[config.mk]
export PLATFORM = sky130hd
export DESIGN_NAME = multi_channel_soft_timer
export DESIGN_NICKNAME = d
export VERILOG_FILES = /design/src/sv/mcst_pkg.sv /design/src/sv/mcst_ram.sv /design/src/sv/multi_channel_soft_timer.sv
export SDC_FILE = /design/constraint.sdc
export NUM_CORES = 1
export LEC_CHECK = 0
export BUFFER_PORTS_ARGS = -buffer_cell sky130_fd_sc_hd__buf_2
export CAP_MARGIN = 20
export CELL_PAD_IN_SITES_DETAIL_PLACEMENT = 0
export CELL_PAD_IN_SITES_GLOBAL_PLACEMENT = 2
export CORE_MARGIN = 2
export CORE_UTILIZATION = 40
export CTS_CLUSTER_SIZE = 16
export DETAILED_ROUTE_END_ITERATION = 12
export PLACE_DENSITY = 0.73
export SETUP_SLACK_MARGIN = 0.2
export SYNTH_ARGS = -nofsm -noshare
export SYNTH_HDL_FRONTEND = slang
export SYNTH_SLANG_ARGS = --single-unit
[constraint.sdc]
create_clock -name clock -period 5.4 [get_ports clock]
set_input_delay 0.54 -clock clock [delete_from_list [all_inputs] [get_ports clock]]
set_output_delay 0.54 -clock clock [all_outputs]
set_load 0.02 [all_outputs]
[src/sv/mcst_pkg.sv]
package mcst_pkg;

   localparam int NUM_CHANNELS_DEF = 16;

   localparam int TICK_W = 32;
   localparam int FUNC_W = 3;
   localparam int CHAN_W = 8;

   localparam logic [TICK_W-1:0] MIN_TIMEOUT_RST = 32'd1;

   // one table entry: {repeat, start_tick, period}
   localparam int ENTRY_W    = 2 * TICK_W + 1;
   localparam int PERIOD_LSB = 0;
   localparam int START_LSB  = TICK_W;
   localparam int REPEAT_BIT = 2 * TICK_W;

   localparam logic [ENTRY_W-1:0] MASK_REPEAT = {1'b1, {TICK_W{1'b0}}, {TICK_W{1'b0}}};
   localparam logic [ENTRY_W-1:0] MASK_START  = {1'b0, {TICK_W{1'b1}}, {TICK_W{1'b0}}};
   localparam logic [ENTRY_W-1:0] MASK_PERIOD = {1'b0, {TICK_W{1'b0}}, {TICK_W{1'b1}}};

   typedef enum logic [FUNC_W-1:0] {
      FUNC_CHECK    = 3'd0,
      FUNC_CREATE   = 3'd1,
      FUNC_START    = 3'd2,
      FUNC_STOP     = 3'd3,
      FUNC_STOP_ALL = 3'd4,
      FUNC_CHANGE   = 3'd5
   } func_type;

   typedef enum logic {
      ST_IDLE = 1'b0,
      ST_SCAN = 1'b1
   } state_type;

endpackage

[src/sv/mcst_ram.sv]
module mcst_ram #(
   parameter int WIDTH = 8,
   parameter int DEPTH = 16,
   localparam int AW   = (DEPTH > 1) ? $clog2(DEPTH) : 1
) (
   input  logic             clock,
   input  logic             wr_en,
   input  logic [AW-1:0]    wr_addr,
   input  logic [WIDTH-1:0] wr_data,
   input  logic [WIDTH-1:0] wr_mask,
   input  logic [AW-1:0]    rd_addr,
   output logic [WIDTH-1:0] rd_data
);

   logic [WIDTH-1:0] mem_ff [DEPTH];
   logic [WIDTH-1:0] rd_data_ff;

   // per-bit write enable
   always_ff @(posedge clock) begin
      if (wr_en) begin
         for (int b = 0; b < WIDTH; b++) begin
            if (wr_mask[b]) begin
               mem_ff[wr_addr][b] <= wr_data[b];
            end
         end
      end
      rd_data_ff <= mem_ff[rd_addr];
   end

   assign rd_data = rd_data_ff;

endmodule

[src/sv/multi_channel_soft_timer.sv]
// create, start, stop, stop all and change period register their result in the output
//   register or the pending slot; check gives it when its scan finds an expiry or ends
// throughput: non-check requests one per cycle while results drain; a check holds the
//   block for its scan, one table read per channel through the single read port
// reset clears allocated, running and all handshake state, sets min_timeout to
//   1; the table ram is not cleared, since every entry is written before it is used
module multi_channel_soft_timer #(
   parameter int NUM_CHANNELS = mcst_pkg::NUM_CHANNELS_DEF
) (
   input  logic                        clock,
   input  logic                        reset,

   input  logic                        req_valid,
   output logic                        req_ready,
   input  logic [mcst_pkg::FUNC_W-1:0] req_func,
   input  logic [mcst_pkg::CHAN_W-1:0] req_channel,
   input  logic                        req_repeat_mode,
   input  logic [mcst_pkg::TICK_W-1:0] req_ticks,
   input  logic [mcst_pkg::TICK_W-1:0] req_now,

   output logic                        rsp_valid,
   input  logic                        rsp_ready,
   output logic                        rsp_status,
   output logic                        rsp_expired,
   output logic [mcst_pkg::CHAN_W-1:0] rsp_expired_channel,

   input  logic                        csr_valid,
   output logic                        csr_ready,
   input  logic [mcst_pkg::TICK_W-1:0] csr_data
);

   localparam int IDX_W = (NUM_CHANNELS > 1) ? $clog2(NUM_CHANNELS) : 1;
   localparam int PTR_W = IDX_W + 1;
   localparam int EW    = mcst_pkg::ENTRY_W;
   localparam int TW    = mcst_pkg::TICK_W;

   localparam logic [PTR_W-1:0] PTR_END  = PTR_W'(NUM_CHANNELS);
   localparam logic [IDX_W-1:0] IDX_LAST = IDX_W'(NUM_CHANNELS - 1);
   localparam logic [mcst_pkg::CHAN_W:0] CH_LIM = (mcst_pkg::CHAN_W + 1)'(NUM_CHANNELS);

   // control state
   mcst_pkg::state_type state_ff, state_in;
   logic [NUM_CHANNELS-1:0] alloc_ff, alloc_in;
   logic [NUM_CHANNELS-1:0] run_ff, run_in;
   logic [TW-1:0]           min_timeout_ff, min_timeout_in;
   logic [PTR_W-1:0]        rd_ptr_ff, rd_ptr_in;
   logic                    ev_valid_ff, ev_valid_in;
   logic                    rsp_valid_ff, rsp_valid_in;
   logic                    pend_valid_ff, pend_valid_in;

   // payload
   logic [IDX_W-1:0]        ev_idx_ff, ev_idx_in;
   logic [TW-1:0]           now_ff, now_in;
   logic                    rsp_status_ff, rsp_status_in;
   logic                    rsp_hit_ff, rsp_hit_in;
   logic [mcst_pkg::CHAN_W-1:0] rsp_ch_ff, rsp_ch_in;
   logic                    pend_status_ff, pend_status_in;
   logic                    pend_hit_ff, pend_hit_in;
   logic [mcst_pkg::CHAN_W-1:0] pend_ch_ff, pend_ch_in;

   // table ram
   logic             wr_en;
   logic [IDX_W-1:0] wr_addr;
   logic [EW-1:0]    wr_data;
   logic [EW-1:0]    wr_mask;
   logic [IDX_W-1:0] rd_addr;
   logic [EW-1:0]    rd_data;

   mcst_ram #(
      .WIDTH (EW),
      .DEPTH (NUM_CHANNELS)
   ) u_table (
      .clock   (clock),
      .wr_en   (wr_en),
      .wr_addr (wr_addr),
      .wr_data (wr_data),
      .wr_mask (wr_mask),
      .rd_addr (rd_addr),
      .rd_data (rd_data)
   );

   logic                    req_fire;
   logic                    in_range;
   logic [IDX_W-1:0]        req_idx;
   logic                    res_load;
   logic                    res_status;
   logic                    res_hit;
   logic [mcst_pkg::CHAN_W-1:0] res_ch;
   logic [TW-1:0]           rd_start;
   logic [TW-1:0]           rd_period;
   logic                    rd_repeat;
   logic [TW-1:0]           elapsed;
   logic                    ev_hit;
   logic                    out_free;

   assign req_ready = (state_ff == mcst_pkg::ST_IDLE) && !pend_valid_ff;
   assign req_fire  = req_valid && req_ready;
   assign csr_ready = 1'b1;
   assign in_range  = {1'b0, req_channel} < CH_LIM;
   assign req_idx   = req_channel[IDX_W-1:0];

   assign rd_start  = rd_data[mcst_pkg::START_LSB +: TW];
   assign rd_period = rd_data[mcst_pkg::PERIOD_LSB +: TW];
   assign rd_repeat = rd_data[mcst_pkg::REPEAT_BIT];
   assign elapsed   = now_ff - rd_start;
   assign ev_hit    = alloc_ff[ev_idx_ff] && run_ff[ev_idx_ff] && (elapsed >= rd_period);
   assign out_free  = !rsp_valid_ff || rsp_ready;

   always_comb begin
      state_in       = state_ff;
      alloc_in       = alloc_ff;
      run_in         = run_ff;
      min_timeout_in = min_timeout_ff;
      rd_ptr_in      = rd_ptr_ff;
      ev_valid_in    = 1'b0;
      ev_idx_in      = ev_idx_ff;
      now_in         = now_ff;
      wr_en          = 1'b0;
      wr_addr        = req_idx;
      wr_data        = {req_repeat_mode, req_now, req_ticks};
      wr_mask        = '0;
      rd_addr        = rd_ptr_ff[IDX_W-1:0];
      res_load       = 1'b0;
      res_status     = 1'b1;
      res_hit        = 1'b0;
      res_ch         = '0;

      if (csr_valid && csr_ready) begin
         min_timeout_in = csr_data;
      end

      case (state_ff)
         mcst_pkg::ST_IDLE: begin
            if (req_fire) begin
               res_load = 1'b1;
               case (mcst_pkg::func_type'(req_func))
                  mcst_pkg::FUNC_CHECK: begin
                     res_load  = 1'b0;
                     state_in  = mcst_pkg::ST_SCAN;
                     rd_ptr_in = '0;
                     now_in    = req_now;
                  end
                  mcst_pkg::FUNC_CREATE: begin
                     if (in_range && !alloc_ff[req_idx]) begin
                        alloc_in[req_idx] = 1'b1;
                        run_in[req_idx]   = 1'b0;
                        wr_en             = 1'b1;
                        wr_mask           = mcst_pkg::MASK_REPEAT;
                        res_status        = 1'b0;
                     end
                  end
                  mcst_pkg::FUNC_START: begin
                     if (in_range && alloc_ff[req_idx] && req_ticks >= min_timeout_ff) begin
                        run_in[req_idx] = 1'b1;
                        wr_en           = 1'b1;
                        wr_mask         = mcst_pkg::MASK_START | mcst_pkg::MASK_PERIOD;
                        res_status      = 1'b0;
                     end
                  end
                  mcst_pkg::FUNC_STOP: begin
                     if (in_range && alloc_ff[req_idx]) begin
                        run_in[req_idx] = 1'b0;
                        res_status      = 1'b0;
                     end
                  end
                  mcst_pkg::FUNC_STOP_ALL: begin
                     run_in     = run_ff & ~alloc_ff;
                     res_status = 1'b0;
                  end
                  mcst_pkg::FUNC_CHANGE: begin
                     if (in_range) begin
                        wr_en      = 1'b1;
                        wr_data    = {req_repeat_mode, req_now, {16'd0, req_ticks[15:0]}};
                        wr_mask    = mcst_pkg::MASK_PERIOD;
                        res_status = 1'b0;
                     end
                  end
                  default: begin
                     res_status = 1'b1;
                  end
               endcase
            end
         end
         mcst_pkg::ST_SCAN: begin
            // read of the next entry overlaps the compare of the current one
            if (rd_ptr_ff < PTR_END) begin
               rd_ptr_in   = rd_ptr_ff + PTR_W'(1);
               ev_valid_in = 1'b1;
               ev_idx_in   = rd_ptr_ff[IDX_W-1:0];
            end
            if (ev_valid_ff) begin
               if (ev_hit) begin
                  res_load    = 1'b1;
                  res_status  = 1'b0;
                  res_hit     = 1'b1;
                  res_ch      = mcst_pkg::CHAN_W'(ev_idx_ff);
                  state_in    = mcst_pkg::ST_IDLE;
                  ev_valid_in = 1'b0;
                  if (rd_repeat) begin
                     wr_en   = 1'b1;
                     wr_addr = ev_idx_ff;
                     wr_data = {rd_repeat, now_ff, rd_period};
                     wr_mask = mcst_pkg::MASK_START;
                  end else begin
                     run_in[ev_idx_ff] = 1'b0;
                  end
               end else if (ev_idx_ff == IDX_LAST) begin
                  res_load    = 1'b1;
                  res_status  = 1'b0;
                  state_in    = mcst_pkg::ST_IDLE;
                  ev_valid_in = 1'b0;
               end
            end
         end
         default: begin
            state_in = mcst_pkg::ST_IDLE;
         end
      endcase

      // output register with one pending slot behind it
      rsp_valid_in   = rsp_valid_ff;
      rsp_status_in  = rsp_status_ff;
      rsp_hit_in     = rsp_hit_ff;
      rsp_ch_in      = rsp_ch_ff;
      pend_valid_in  = pend_valid_ff;
      pend_status_in = pend_status_ff;
      pend_hit_in    = pend_hit_ff;
      pend_ch_in     = pend_ch_ff;
      if (out_free) begin
         if (pend_valid_ff) begin
            rsp_valid_in  = 1'b1;
            rsp_status_in = pend_status_ff;
            rsp_hit_in    = pend_hit_ff;
            rsp_ch_in     = pend_ch_ff;
            pend_valid_in = 1'b0;
         end else if (res_load) begin
            rsp_valid_in  = 1'b1;
            rsp_status_in = res_status;
            rsp_hit_in    = res_hit;
            rsp_ch_in     = res_ch;
         end else begin
            rsp_valid_in = 1'b0;
         end
      end else if (res_load) begin
         pend_valid_in  = 1'b1;
         pend_status_in = res_status;
         pend_hit_in    = res_hit;
         pend_ch_in     = res_ch;
      end
   end

   always_ff @(posedge clock) begin
      if (reset) begin
         state_ff       <= mcst_pkg::ST_IDLE;
         alloc_ff       <= '0;
         run_ff         <= '0;
         min_timeout_ff <= mcst_pkg::MIN_TIMEOUT_RST;
         rd_ptr_ff      <= '0;
         ev_valid_ff    <= 1'b0;
         rsp_valid_ff   <= 1'b0;
         pend_valid_ff  <= 1'b0;
      end else begin
         state_ff       <= state_in;
         alloc_ff       <= alloc_in;
         run_ff         <= run_in;
         min_timeout_ff <= min_timeout_in;
         rd_ptr_ff      <= rd_ptr_in;
         ev_valid_ff    <= ev_valid_in;
         rsp_valid_ff   <= rsp_valid_in;
         pend_valid_ff  <= pend_valid_in;
      end
   end

   always_ff @(posedge clock) begin
      ev_idx_ff      <= ev_idx_in;
      now_ff         <= now_in;
      rsp_status_ff  <= rsp_status_in;
      rsp_hit_ff     <= rsp_hit_in;
      rsp_ch_ff      <= rsp_ch_in;
      pend_status_ff <= pend_status_in;
      pend_hit_ff    <= pend_hit_in;
      pend_ch_ff     <= pend_ch_in;
   end

   assign rsp_valid           = rsp_valid_ff;
   assign rsp_status          = rsp_status_ff;
   assign rsp_expired         = rsp_hit_ff;
   assign rsp_expired_channel = rsp_ch_ff;

   // the pending slot only fills behind a held output beat
   a_pend_behind_out : assert property (@(posedge clock) disable iff (reset)
      pend_valid_ff |-> rsp_valid_ff)
      else $error("pending result without an output beat");

   a_no_accept_in_scan : assert property (@(posedge clock) disable iff (reset)
      (state_ff == mcst_pkg::ST_SCAN) |-> !req_ready)
      else $error("request accepted during a scan");

   a_expired_in_range : assert property (@(posedge clock) disable iff (reset)
      (rsp_valid && rsp_expired) |-> ({1'b0, rsp_expired_channel} < CH_LIM))
      else $error("expired channel out of range");

   a_single_shot_stops : assert property (@(posedge clock) disable iff (reset)
      (state_ff == mcst_pkg::ST_SCAN && ev_valid_ff && ev_hit && !rd_repeat)
         |=> !run_ff[$past(ev_idx_ff)])
      else $error("single-shot channel still running after expiry");

endmodule
==> metrics.csv, run 1 <==
metric;value;unit
Synth top cells by count;edfxtp_1 (1088), mux4_2 (331), nor2_1 (186), dfxtp_1 (138), inv_1 (111);
register area share after synthesis;70.9;%
Final Critical Period;5.07;ns
Worst R2R Start;now_ff[15];
switching pwr;4.22;mW
# port buffers;120;
synthesis warning total;0;
number of global-route vias before repair;28100;
CTS H-tree depth;4;
CP Capture Type;flop;
core area;124000;um^2
min-delay src;req_now[16];
fillers;10200;
Seq pwr share;51.3;%
final period utilization;94.0;%
post-synthesis xor/xnor area fraction;0.490;%
r2r setup slk;0.33;ns
multiplexer area fraction after synthesis;16.7;%
deepest clock path buffer count;3;
RR Endpoint;u_table.mem_ff[14][44];
grt total ovfl;0;
most common cell in the netlist;edfxtp_1;
vias per std cell;5.64;
Netlist Area Pre-Place;50000;um^2
slowest CP cell;edfxtp_1;
R2R cell count;22;
asr flop ratio synth;0;%
final hold vios;0;
crit start category;flop;
die height;358;um
Clk pin slew, worst setup/hold paths;0.06;ns
Setup Viol. Count Final;0;
CP peak stage delay;0.47;ns
cell taking the most area after synthesis;edfxtp_1;
EDFF count, synth;1088;
crit-path most repeated cell;buf_12;
Pins Over Slew Limit;0;
flip-flop and latch area;35400;um^2
clk sinks;1226;
routed vias;27300;
Adder-Cell Fraction of Synth Area;2.44;%
Total Routed Length;136;mm
largest net degree at the start of global routing;103;
worst ir drop on vdd;0.294;mV
Synth Flop Type;edfxtp_1;
Num CTS Buffers;132;
DP HPWL;85.5;mm
layout cells sized above 1;31.4;%
IO Count;126;
Max-Cap Viols;0;
critical path class;flop to flop;
Synth top area share;65.3;%
area of the multi-input gates;14100;um^2
combinational power share;4.1;%
Rel. slew slack;30.8;%
total power;20.2;mW
P&R area growth vs syn;20.3;%
Synth cell types;68;
Hold Path Sink;now_ff[16];
top area cells in the synthesized netlist;edfxtp_1 (65%), mux4_2 (15%), dfxtp_1 (5.5%), ha_1 (2.4%), nor2_1 (1.4%);
critical path, cell by cell;ha_4 -> o21a_1 -> o2111a_1 -> and2_1 -> o31a_1 -> a311o_1 -> buf_4 -> nand3_1 -> nand2_1 -> xnor2_2 -> ha_1 -> nand4_1 -> nor4_4 -> a221o_1 -> o211ai_4 -> buf_12 -> buf_6 -> mux2i_1 -> buf_4 -> nor2_4 -> buf_12 -> buf_12;
Seq cells post-synth;1226;
chip width;358;um
Clock power frac;44.5;%
first-pass GRT wire length;195;mm
setup_tns;0;ns
RSZ-0062 raised after global routing;yes;
clk_skew;0.0262;ns
crit path DAT;5.50;ns
Avg Cell Area, Syn;18.3;um^2
DRC viols;0;
drt wl/cell;28.0;um
largest family of logic cells by synthesized area;multiplexers;
Hold WC Path Type;input port to flop;
GRT Total Usage;21.2;%
LEAKAGE;19.9;nW
Post-layout nets;3315;
Least-Margin Pin Slew;1.04;ns
WHS Path Cells;1;
CP Buf/Inv Count;6;
Starting Density;40.3;%
Max Freq;197;MHz
CTS root buffer;clkbuf_16;
Finished Layout Cells;4851;
num rows;129;
initial antenna violation count;4;
hold_ws;0.0457;ns
Crit path required time;5.83;ns
DR iter-0 viols;2972;
Post-Synth Simple-Gate Area;3.75;%
P_int;16.0;mW
placed insts;4551;
Gate Count Post-Synth;2733;
CTS tree;yes;
Worst Path Max Fanout;16;
GPL Wtd Cong;0.809;
outcome;complete, no violations;
Power Dens Cells;336;nW/um^2
Final ANT Viol Nets;0;
drt pass-1 iters;6;
die footprint;128000;um^2
CP top delay family;compound AO/OA/AOI/OAI gates;
insertion delay to the later sink of the worst-skew pair;0.74;ns
switch share;20.9;%
Compound-Gate Fraction of Synth Area;3.75;%
-- cells in the final DEF, fill, tap and decap left out, types with 15 or more instances in the layout --
master	count
a211oi_1	25
a21o_1	18
a21oi_1	83
buf_12	77
buf_2	120
buf_4	126
clkbuf_1	36
clkbuf_16	145
clkinv_2	15
dfxtp_1	134
dlygate4sd3_1	19
edfxtp_1	1088
ha_1	88
inv_1	108
mux2_2	35
mux2i_1	49
mux4_2	331
nand2_1	74
nand3_1	46
nor2_1	152
nor2_4	33
nor3_1	36
o21ai_0	92
-- cells by family (layout without fill, tap and decap cells) --
logic type,Yosys count,count (layout)
flip-flops,1226,1226
AND/OR/NAND/NOR,419,419
multiplexers,418,418
AO/OA/AOI/OAI,298,298
buffers and inverters,245,721
adder cells (fa/ha/maj),97,97
XOR/XNOR,28,28
other,2,7
-- cell type report --
cell class	count	area share, %
diodes	2	0.00832
clock buffers	178	6.04
clock inverters	63	1.17
inverters	111	0.693
multi-input cells	1265	23.5
flip-flops and latches	1226	58.9
well taps	1637	3.40
repair buffers	369	6.27
-- flip-flops by register name (all words and copies together) (netlist names) --
register and flops:
ev_idx_ff 4, pend_ch_ff 4, pend_valid_ff 1, u_table.mem_ff 1040
pend_hit_ff 1, rd_ptr_ff 5, state_ff 1, now_ff 32
min_timeout_ff 32, u_table.rd_data 65, pend_status_ff 1, alloc_ff 16
rsp_expired_channel 4, rsp_valid 1, ev_valid_ff 1, rsp_status 1
run_ff 16, rsp_expired 1
-- worst max path at each step --
stage / start / endpoint / slack (ns) / cells after the start
6_report: now_ff[15] / u_table.mem_ff[14][44] / 0.33 / 22
5_1_grt: now_ff[0] / u_table.mem_ff[14][59] / 0.13 / 25
4_1_cts: now_ff[0] / u_table.mem_ff[10][14] / 0.19 / 23
3_5_place_dp: now_ff[0] / u_table.mem_ff[8][42] / -0.24 / 22
3_3_place_gp: now_ff[0] / u_table.mem_ff[8][49] / -0.21 / 22
2_1_floorplan: now_ff[1] / u_table.mem_ff[4][0] / -0.29 / 17
-- stage by stage --
stage | cell area (um^2) | utilization [%] | setup WS, ns
floorplan | 50100 | - | -0.285
global placement | 54600 | 44.1 | -0.209
detailed placement | 54600 | 44.1 | -0.240
CTS | 59500 | 48.0 | 0.190
global route | 60200 | 48.5 | 0.128
finish | 60200 | 48.5 | 0.325
-- layer usage --
layer	up-vias	global-route usage, %	wire, um
met2	1017	33.9	65400
met3	192	4.32	9620
met5	-	0	13
met1	14400	29.2	57300
met4	2	6.71	3500
li1	11700	-	-
-- power groups by stage --
stage	combinational (mW)	clock, mW	sequential [mW]
after floorplan	0.507	0	10.6
after global placement	0.786	0	10.6
after detailed placement	0.806	0	10.6
after CTS	0.825	9.19	10.4
after global routing	0.919	9.56	10.4
final	0.837	9.01	10.4
-- repair_timing --
action | in CTS | in global routing
gates resized for setup | 15 | 57
endpoints found under the setup margin | 1696 | 2105
setup buffers | 15 | 12
cloned | 1 | 9
hold buffers | 19 | 0
pin swaps | 15 | 20
hold endpoints to repair | 19 | 0
(Power assumes the default switching activity.)
==> inputs of run 2 (changes only) <==
--- a/config.mk
+++ b/config.mk
@@ -9,6 +9,7 @@
 export CAP_MARGIN = 20
 export CELL_PAD_IN_SITES_DETAIL_PLACEMENT = 0
 export CELL_PAD_IN_SITES_GLOBAL_PLACEMENT = 2
+export CORE_ASPECT_RATIO = 0.7
 export CORE_MARGIN = 2
 export CORE_UTILIZATION = 40
 export CTS_CLUSTER_SIZE = 16
==> run 2 against run 1 <==
  * Via count up 2.2%
  * Clock skew up 0.028 ns
  * First-iteration DRC count up 16%
  * Combinational power up 2.6%
  * Cell count up 0.70%
  * Critical path type unchanged
  * Largest power group unchanged
==> metrics.csv, run 2 (synthesis gave the netlist of run 1 again) <==
metric;value;unit
Setup Viol. Count Final;0;
critical path, cell by cell;ha_1 -> nor2b_4 -> o31a_1 -> o31ai_4 -> a31oi_2 -> a311o_1 -> a21oi_2 -> nor2_2 -> xor2_1 -> ha_1 -> a21o_1 -> a21o_1 -> a221o_1 -> o211ai_4 -> buf_12 -> buf_12 -> mux2i_2 -> nor2_4 -> buf_12;
final period utilization;95.6;%
Post-layout nets;3344;
initial antenna violation count;10;
Final WS setup;0.239;ns
area of the multi-input gates;14200;um^2
Pins Over Slew Limit;0;
GPL Wtd Cong;0.830;
num rows;108;
clk sinks;1226;
flip-flop and latch area;35400;um^2
largest net degree at the start of global routing;151;
number of global-route vias before repair;27500;
Final Critical Period;5.16;ns
WHS Path Cells;1;
drt wl/cell;28.6;um
LEAKAGE;20.2;nW
layout cells sized above 1;31.9;%
DRC viols;0;
Top reg by flops;u_table.mem_ff;
vias per std cell;5.72;
DP HPWL;85.8;mm
grt total ovfl;0;
CTS root buffer;clkbuf_16;
Clk pin slew, worst setup/hold paths;0.07;ns
die height;300;um
Rel. slew slack;6.72;%
die footprint;128000;um^2
crit path DAT;5.63;ns
Finished Layout Cells;4885;
Least-Margin Pin Slew;1.40;ns
CP peak stage delay;0.47;ns
GRT Total Usage;20.8;%
clk_skew;0.0539;ns
hold_ws;0.0386;ns
RSZ-0062 raised after global routing;yes;
CP Capture Type;flop;
first-pass GRT wire length;193;mm
Max-Cap Viols;0;
CTS H-tree depth;3;
final hold vios;0;
most common cell after layout, fill and taps aside;edfxtp_1;
drt pass-1 iters;5;
post-layout util;49.0;%
Hold WC Path Type;input port to flop;
Num CTS Buffers;115;
fillers;10100;
Antenna diodes;0;
Starting Density;40.3;%
total power;19.9;mW
insertion delay to the later sink of the worst-skew pair;0.75;ns
crit start category;flop;
Final ANT Viol Nets;0;
outcome;complete, no violations;
Max Freq;194;MHz
DR iter-0 viols;3441;
critical path class;flop to flop;
# port buffers;120;
Crit path required time;5.87;ns
deepest clock path buffer count;3;
P&R area growth vs syn;21.6;%
worst ir drop on vdd;0.334;mV
crit-path most repeated cell;buf_12;
core area;124000;um^2
Power Dens Cells;327;nW/um^2
max FFs per register;1040;
CTS tree;yes;
IO Count;126;
Worst Path Max Fanout;15;
Total Routed Length;140;mm
pre-CTS setup slack;-0.107;ns
chip width;427;um
R2R cell count;19;
placed insts;4552;
routed vias;27900;
commonest non-fill, non-tap cells in the layout;edfxtp_1 (1088), mux4_2 (331), nor2_1 (152);
slowest CP cell;mux2i_2;
==> run 2: changes by cell type in the layout (fill, tap and decap cells not counted), sizes merged <==
cell	previous run	this run
clkinvlp	6	4
clkbuf	186	168
dlygate4sd3	19	38
mux2	38	42
bufinv	12	20
inv	118	117
buf	342	346
diode	2	0
clkinv	38	47
==> run 2: worst max-delay path: cells and delay by family (launching register included) <==
family,cells,cell delay [ns]
DFF,1,0.40
AOI/OAI and AO/OA,9,2.39
muxes,1,0.47
and+or+nand+nor,3,0.33
xor gates and xnor gates,1,0.15
buffers and inverters,3,0.50
adders and majority gates,2,0.61
==> run 2: timing repair <==
item | CTS | global route
resized for setup | 10 | 104
hold endpoints to repair | 38 | 0
setup buffers | 15 | 25
gates cloned | 0 | 36
pin swaps | 9 | 33
hold buffers | 38 | 0
setup endpoints to repair | 1405 | 1968
==> run 2: worst paths after layout <==
path,startpoint,to,slack (ns)
worst max register to register,now_ff[1],u_table.mem_ff[3][46],0.24
worst max-delay path,now_ff[1],u_table.mem_ff[3][46],0.24
worst min register to register,rd_ptr_ff[4],rd_ptr_ff[4],0.45
worst min-delay path,req_now[14],now_ff[14],0.04
==> run 2: layout make-up <==
type / count / share of cell area [%]
repair buffers: 411 / 7.69
multi-input cells: 1269 / 23.3
inverters: 111 / 0.685
flip-flops and latches: 1226 / 58.3
well taps: 1650 / 3.39
clock inverters: 77 / 1.58
clock buffers: 141 / 5.08
==> run 2: routing by layer <==
| layer | vias up | part of all wire (%) | GRT usage (%) |
|---|---|---|---|
| met5 | - | 0.0093 | 0 |
| met1 | 14700 | 46 | 32.5 |
| met2 | 1234 | 44 | 30.9 |
| met4 | 2 | 1.9 | 4.58 |
| li1 | 11800 | - | - |
| met3 | 176 | 8.5 | 3.23 |
==> run 2: per-stage QoR <==
| stage | cell area [um^2] | TNS (ns) |
|---|---|---|
| after floorplan | 50100 | -38.25 |
| after global placement | 54600 | -32.74 |
| after detailed placement | 54600 | -9.04 |
| after CTS | 59300 | 0 |
| after global routing | 60800 | 0 |
| final | 60800 | 0 |
==> run 2: power breakdown <==
part / total [mW] / switching, mW / internal (mW)
clock: 8.67 / 3.63 / 5.04
sequential: 10.4 / 0.0361 / 10.3
combinational: 0.859 / 0.511 / 0.348
==> inputs of run 3 (changes only) <==
--- a/config.mk
+++ b/config.mk
@@ -14,7 +14,7 @@
 export CORE_UTILIZATION = 40
 export CTS_CLUSTER_SIZE = 16
 export DETAILED_ROUTE_END_ITERATION = 12
-export PLACE_DENSITY = 0.73
+export PLACE_DENSITY_LB_ADDON = 0.1
 export SETUP_SLACK_MARGIN = 0.2
 export SYNTH_ARGS = -nofsm -noshare
 export SYNTH_HDL_FRONTEND = slang
==> constraint.sdc (replaced) <==
create_clock -name clock -period 5.4 [get_ports clock]
set_input_delay 0.54 -clock clock [delete_from_list [all_inputs] [get_ports clock]]
set_output_delay 0.54 -clock clock [all_outputs]
set_load 0.05 [all_outputs]
==> run 3 against run 2 <==
  * Utilization up 0.095 points
  * Final area up 0.19%
  * Total power up 0.71%
  * Sequential share of layout area down 0.11 points
  * Via count down 1.4%
  * First-iteration DRC count down 19%
  * Worst hold slack better by 0.012 ns
  * Wire length up 3.6%
  * Cell count up 0.92%
  * Combinational power up 4.2%
  * Critical path type unchanged
  * Critical endpoint is now u_table.mem_ff[0][49]
  * Highest routed layer is now met4
==> metrics.csv, run 3 (synthesis gave the netlist of run 1 again) <==
metric;value;unit
DR iter-0 viols;2787;
DRC viols;0;
CP Capture Type;flop;
most common cell after layout, fill and taps aside;edfxtp_1;
r2r setup slk;0.22;ns
die footprint;128000;um^2
Hold Path Sink;now_ff[11];
min-delay src;req_now[11];
max FFs per register;1040;
# port buffers;120;
pre-CTS setup slack;-0.212;ns
fillers;10200;
RR Endpoint;u_table.mem_ff[0][49];
Rel. slew slack;29.7;%
Crit path required time;5.82;ns
worst ir drop on vdd;0.265;mV
CTS root buffer;clkbuf_16;
Final ANT Viol Nets;0;
Pins Over Slew Limit;0;
layout cells sized above 1;32.0;%
num rows;108;
commonest non-fill, non-tap cells in the layout;edfxtp_1 (1088), mux4_2 (331), buf_4 (157);
R2R cell count;20;
Top reg by flops;u_table.mem_ff;
Hold WC Path Type;input port to flop;
setup_tns;0;ns
IO Count;126;
P&R area growth vs syn;21.9;%
final hold vios;0;
WHS Path Cells;1;
DP HPWL;89.6;mm
Final WS setup;0.219;ns
Power Dens Cells;329;nW/um^2
critical path class;flop to flop;
RSZ-0062 raised after global routing;yes;
vias per std cell;5.59;
largest net degree at the start of global routing;80;
crit path DAT;5.61;ns
final period utilization;95.9;%
area of the multi-input gates;14200;um^2
initial antenna violation count;3;
insertion delay to the later sink of the worst-skew pair;0.76;ns
Clk pin slew, worst setup/hold paths;0.06;ns
CTS H-tree depth;3;
Max-Cap Viols;0;
drt pass-1 iters;7;
routed vias;27600;
Worst R2R Start;now_ff[1];
Post-layout nets;3385;
Num CTS Buffers;121;
Max Freq;193;MHz
GRT Total Usage;22.3;%
Final Critical Period;5.18;ns
die height;300;um
grt total ovfl;0;
chip width;427;um
clk sinks;1226;
Setup Viol. Count Final;0;
drt wl/cell;29.4;um
Worst Path Max Fanout;16;
deepest clock path buffer count;3;
outcome;complete, no violations;
Starting Density;40.3;%
CTS tree;yes;
Least-Margin Pin Slew;1.05;ns
LEAKAGE;20.3;nW
crit start category;flop;
GPL Wtd Cong;0.794;
first-pass GRT wire length;203;mm
core area;124000;um^2
number of global-route vias before repair;27800;
flip-flop and latch area;35400;um^2
Total Routed Length;145;mm
clk_skew;0.0379;ns
## run 3: cell count changes in the layout (fill, tap and decap cells not counted), sizes merged, moves of 2 or more
cell,delta
buf,+33
dlygate4sd3,+16
clkbuf,+12
clkinv,-9
bufinv,-4
mux2,-4
inv,-2
## run 3: metal layers
layer / GRT usage [%] / vias to the layer above / routed length, um
met5: 0 / - / 0
met4: 5.19 / 0 / 3030
met2: 32.7 / 886 / 64100
met1: 34.4 / 14600 / 68600
met3: 4.09 / 169 / 9220
li1: - / 11900 / -
## run 3: critical path, stage by stage (launching register included)
cell and delay, ns:
edfxtp_1 0.40, ha_1 0.31, nor2b_4 0.13, o31a_1 0.27
o31ai_4 0.23, a31oi_2 0.15, a311o_2 0.44, buf_4 0.15
a21oi_2 0.13, nor2_1 0.08, xor2_1 0.19, ha_1 0.28
a21o_1 0.18, a21o_1 0.20, a221o_1 0.40, o211ai_4 0.25
buf_12 0.17, mux2_4 0.34, buf_12 0.14, nor2_4 0.17
buf_12 0.22
## run 3: worst max-delay path by stage
stage | from | end | slack (ns)
6_report | now_ff[1] | u_table.mem_ff[0][49] | 0.22
5_1_grt | now_ff[1] | u_table.mem_ff[4][27] | 0.04
4_1_cts | now_ff[15] | u_table.mem_ff[4][5] | 0.20
3_5_place_dp | now_ff[0] | u_table.mem_ff[4][17] | -0.21
3_3_place_gp | now_ff[0] | u_table.mem_ff[4][22] | -0.21
2_1_floorplan | now_ff[1] | u_table.mem_ff[4][0] | -0.29
## run 3: repair_timing
| action | 4_1_cts | 5_1_grt |
|---|---|---|
| endpoints found under the hold margin | 54 | 0 |
| pin swaps | 19 | 20 |
| endpoints found under the setup margin | 1635 | 2072 |
| hold buffers | 54 | 0 |
| gates cloned | 4 | 18 |
| gates resized for setup | 33 | 76 |
| setup buffers | 21 | 19 |
## run 3: final cells by class
class                           count  share of cell area [%]
Clock buffer                      164                    5.42
Timing Repair Buffer              450                    7.77
Clock inverter                     63                    1.33
Antenna cell                        1                 0.00411
Sequential cell                  1226                    58.2
Inverter                          111                   0.684
Multi-Input combinational cell   1265                    23.2
Tap cell                         1650                    3.39
## run 3: report_power, final
group | switching (mW) | internal, mW | total, mW
Clock | 3.72 | 5.06 | 8.78
Sequential | 0.0345 | 10.3 | 10.4
Combinational | 0.533 | 0.362 | 0.895
Total | 4.28 | 15.8 | 20.1
## run 3: metrics by stage
stage	util (%)	instance area (um^2)	std cells	hold slack (ns)	power, mW
detailed placement	44.2	54800	4586	0.449	11.4
finish	49.1	60900	4930	0.0504	20.1
global route	49.1	60900	4929	0.000975	20.7
CTS	48.4	60000	4892	0.00188	20.2
global placement	44.2	54800	4584	0.440	11.4
floorplan	-	50100	2736	0.406	11.1
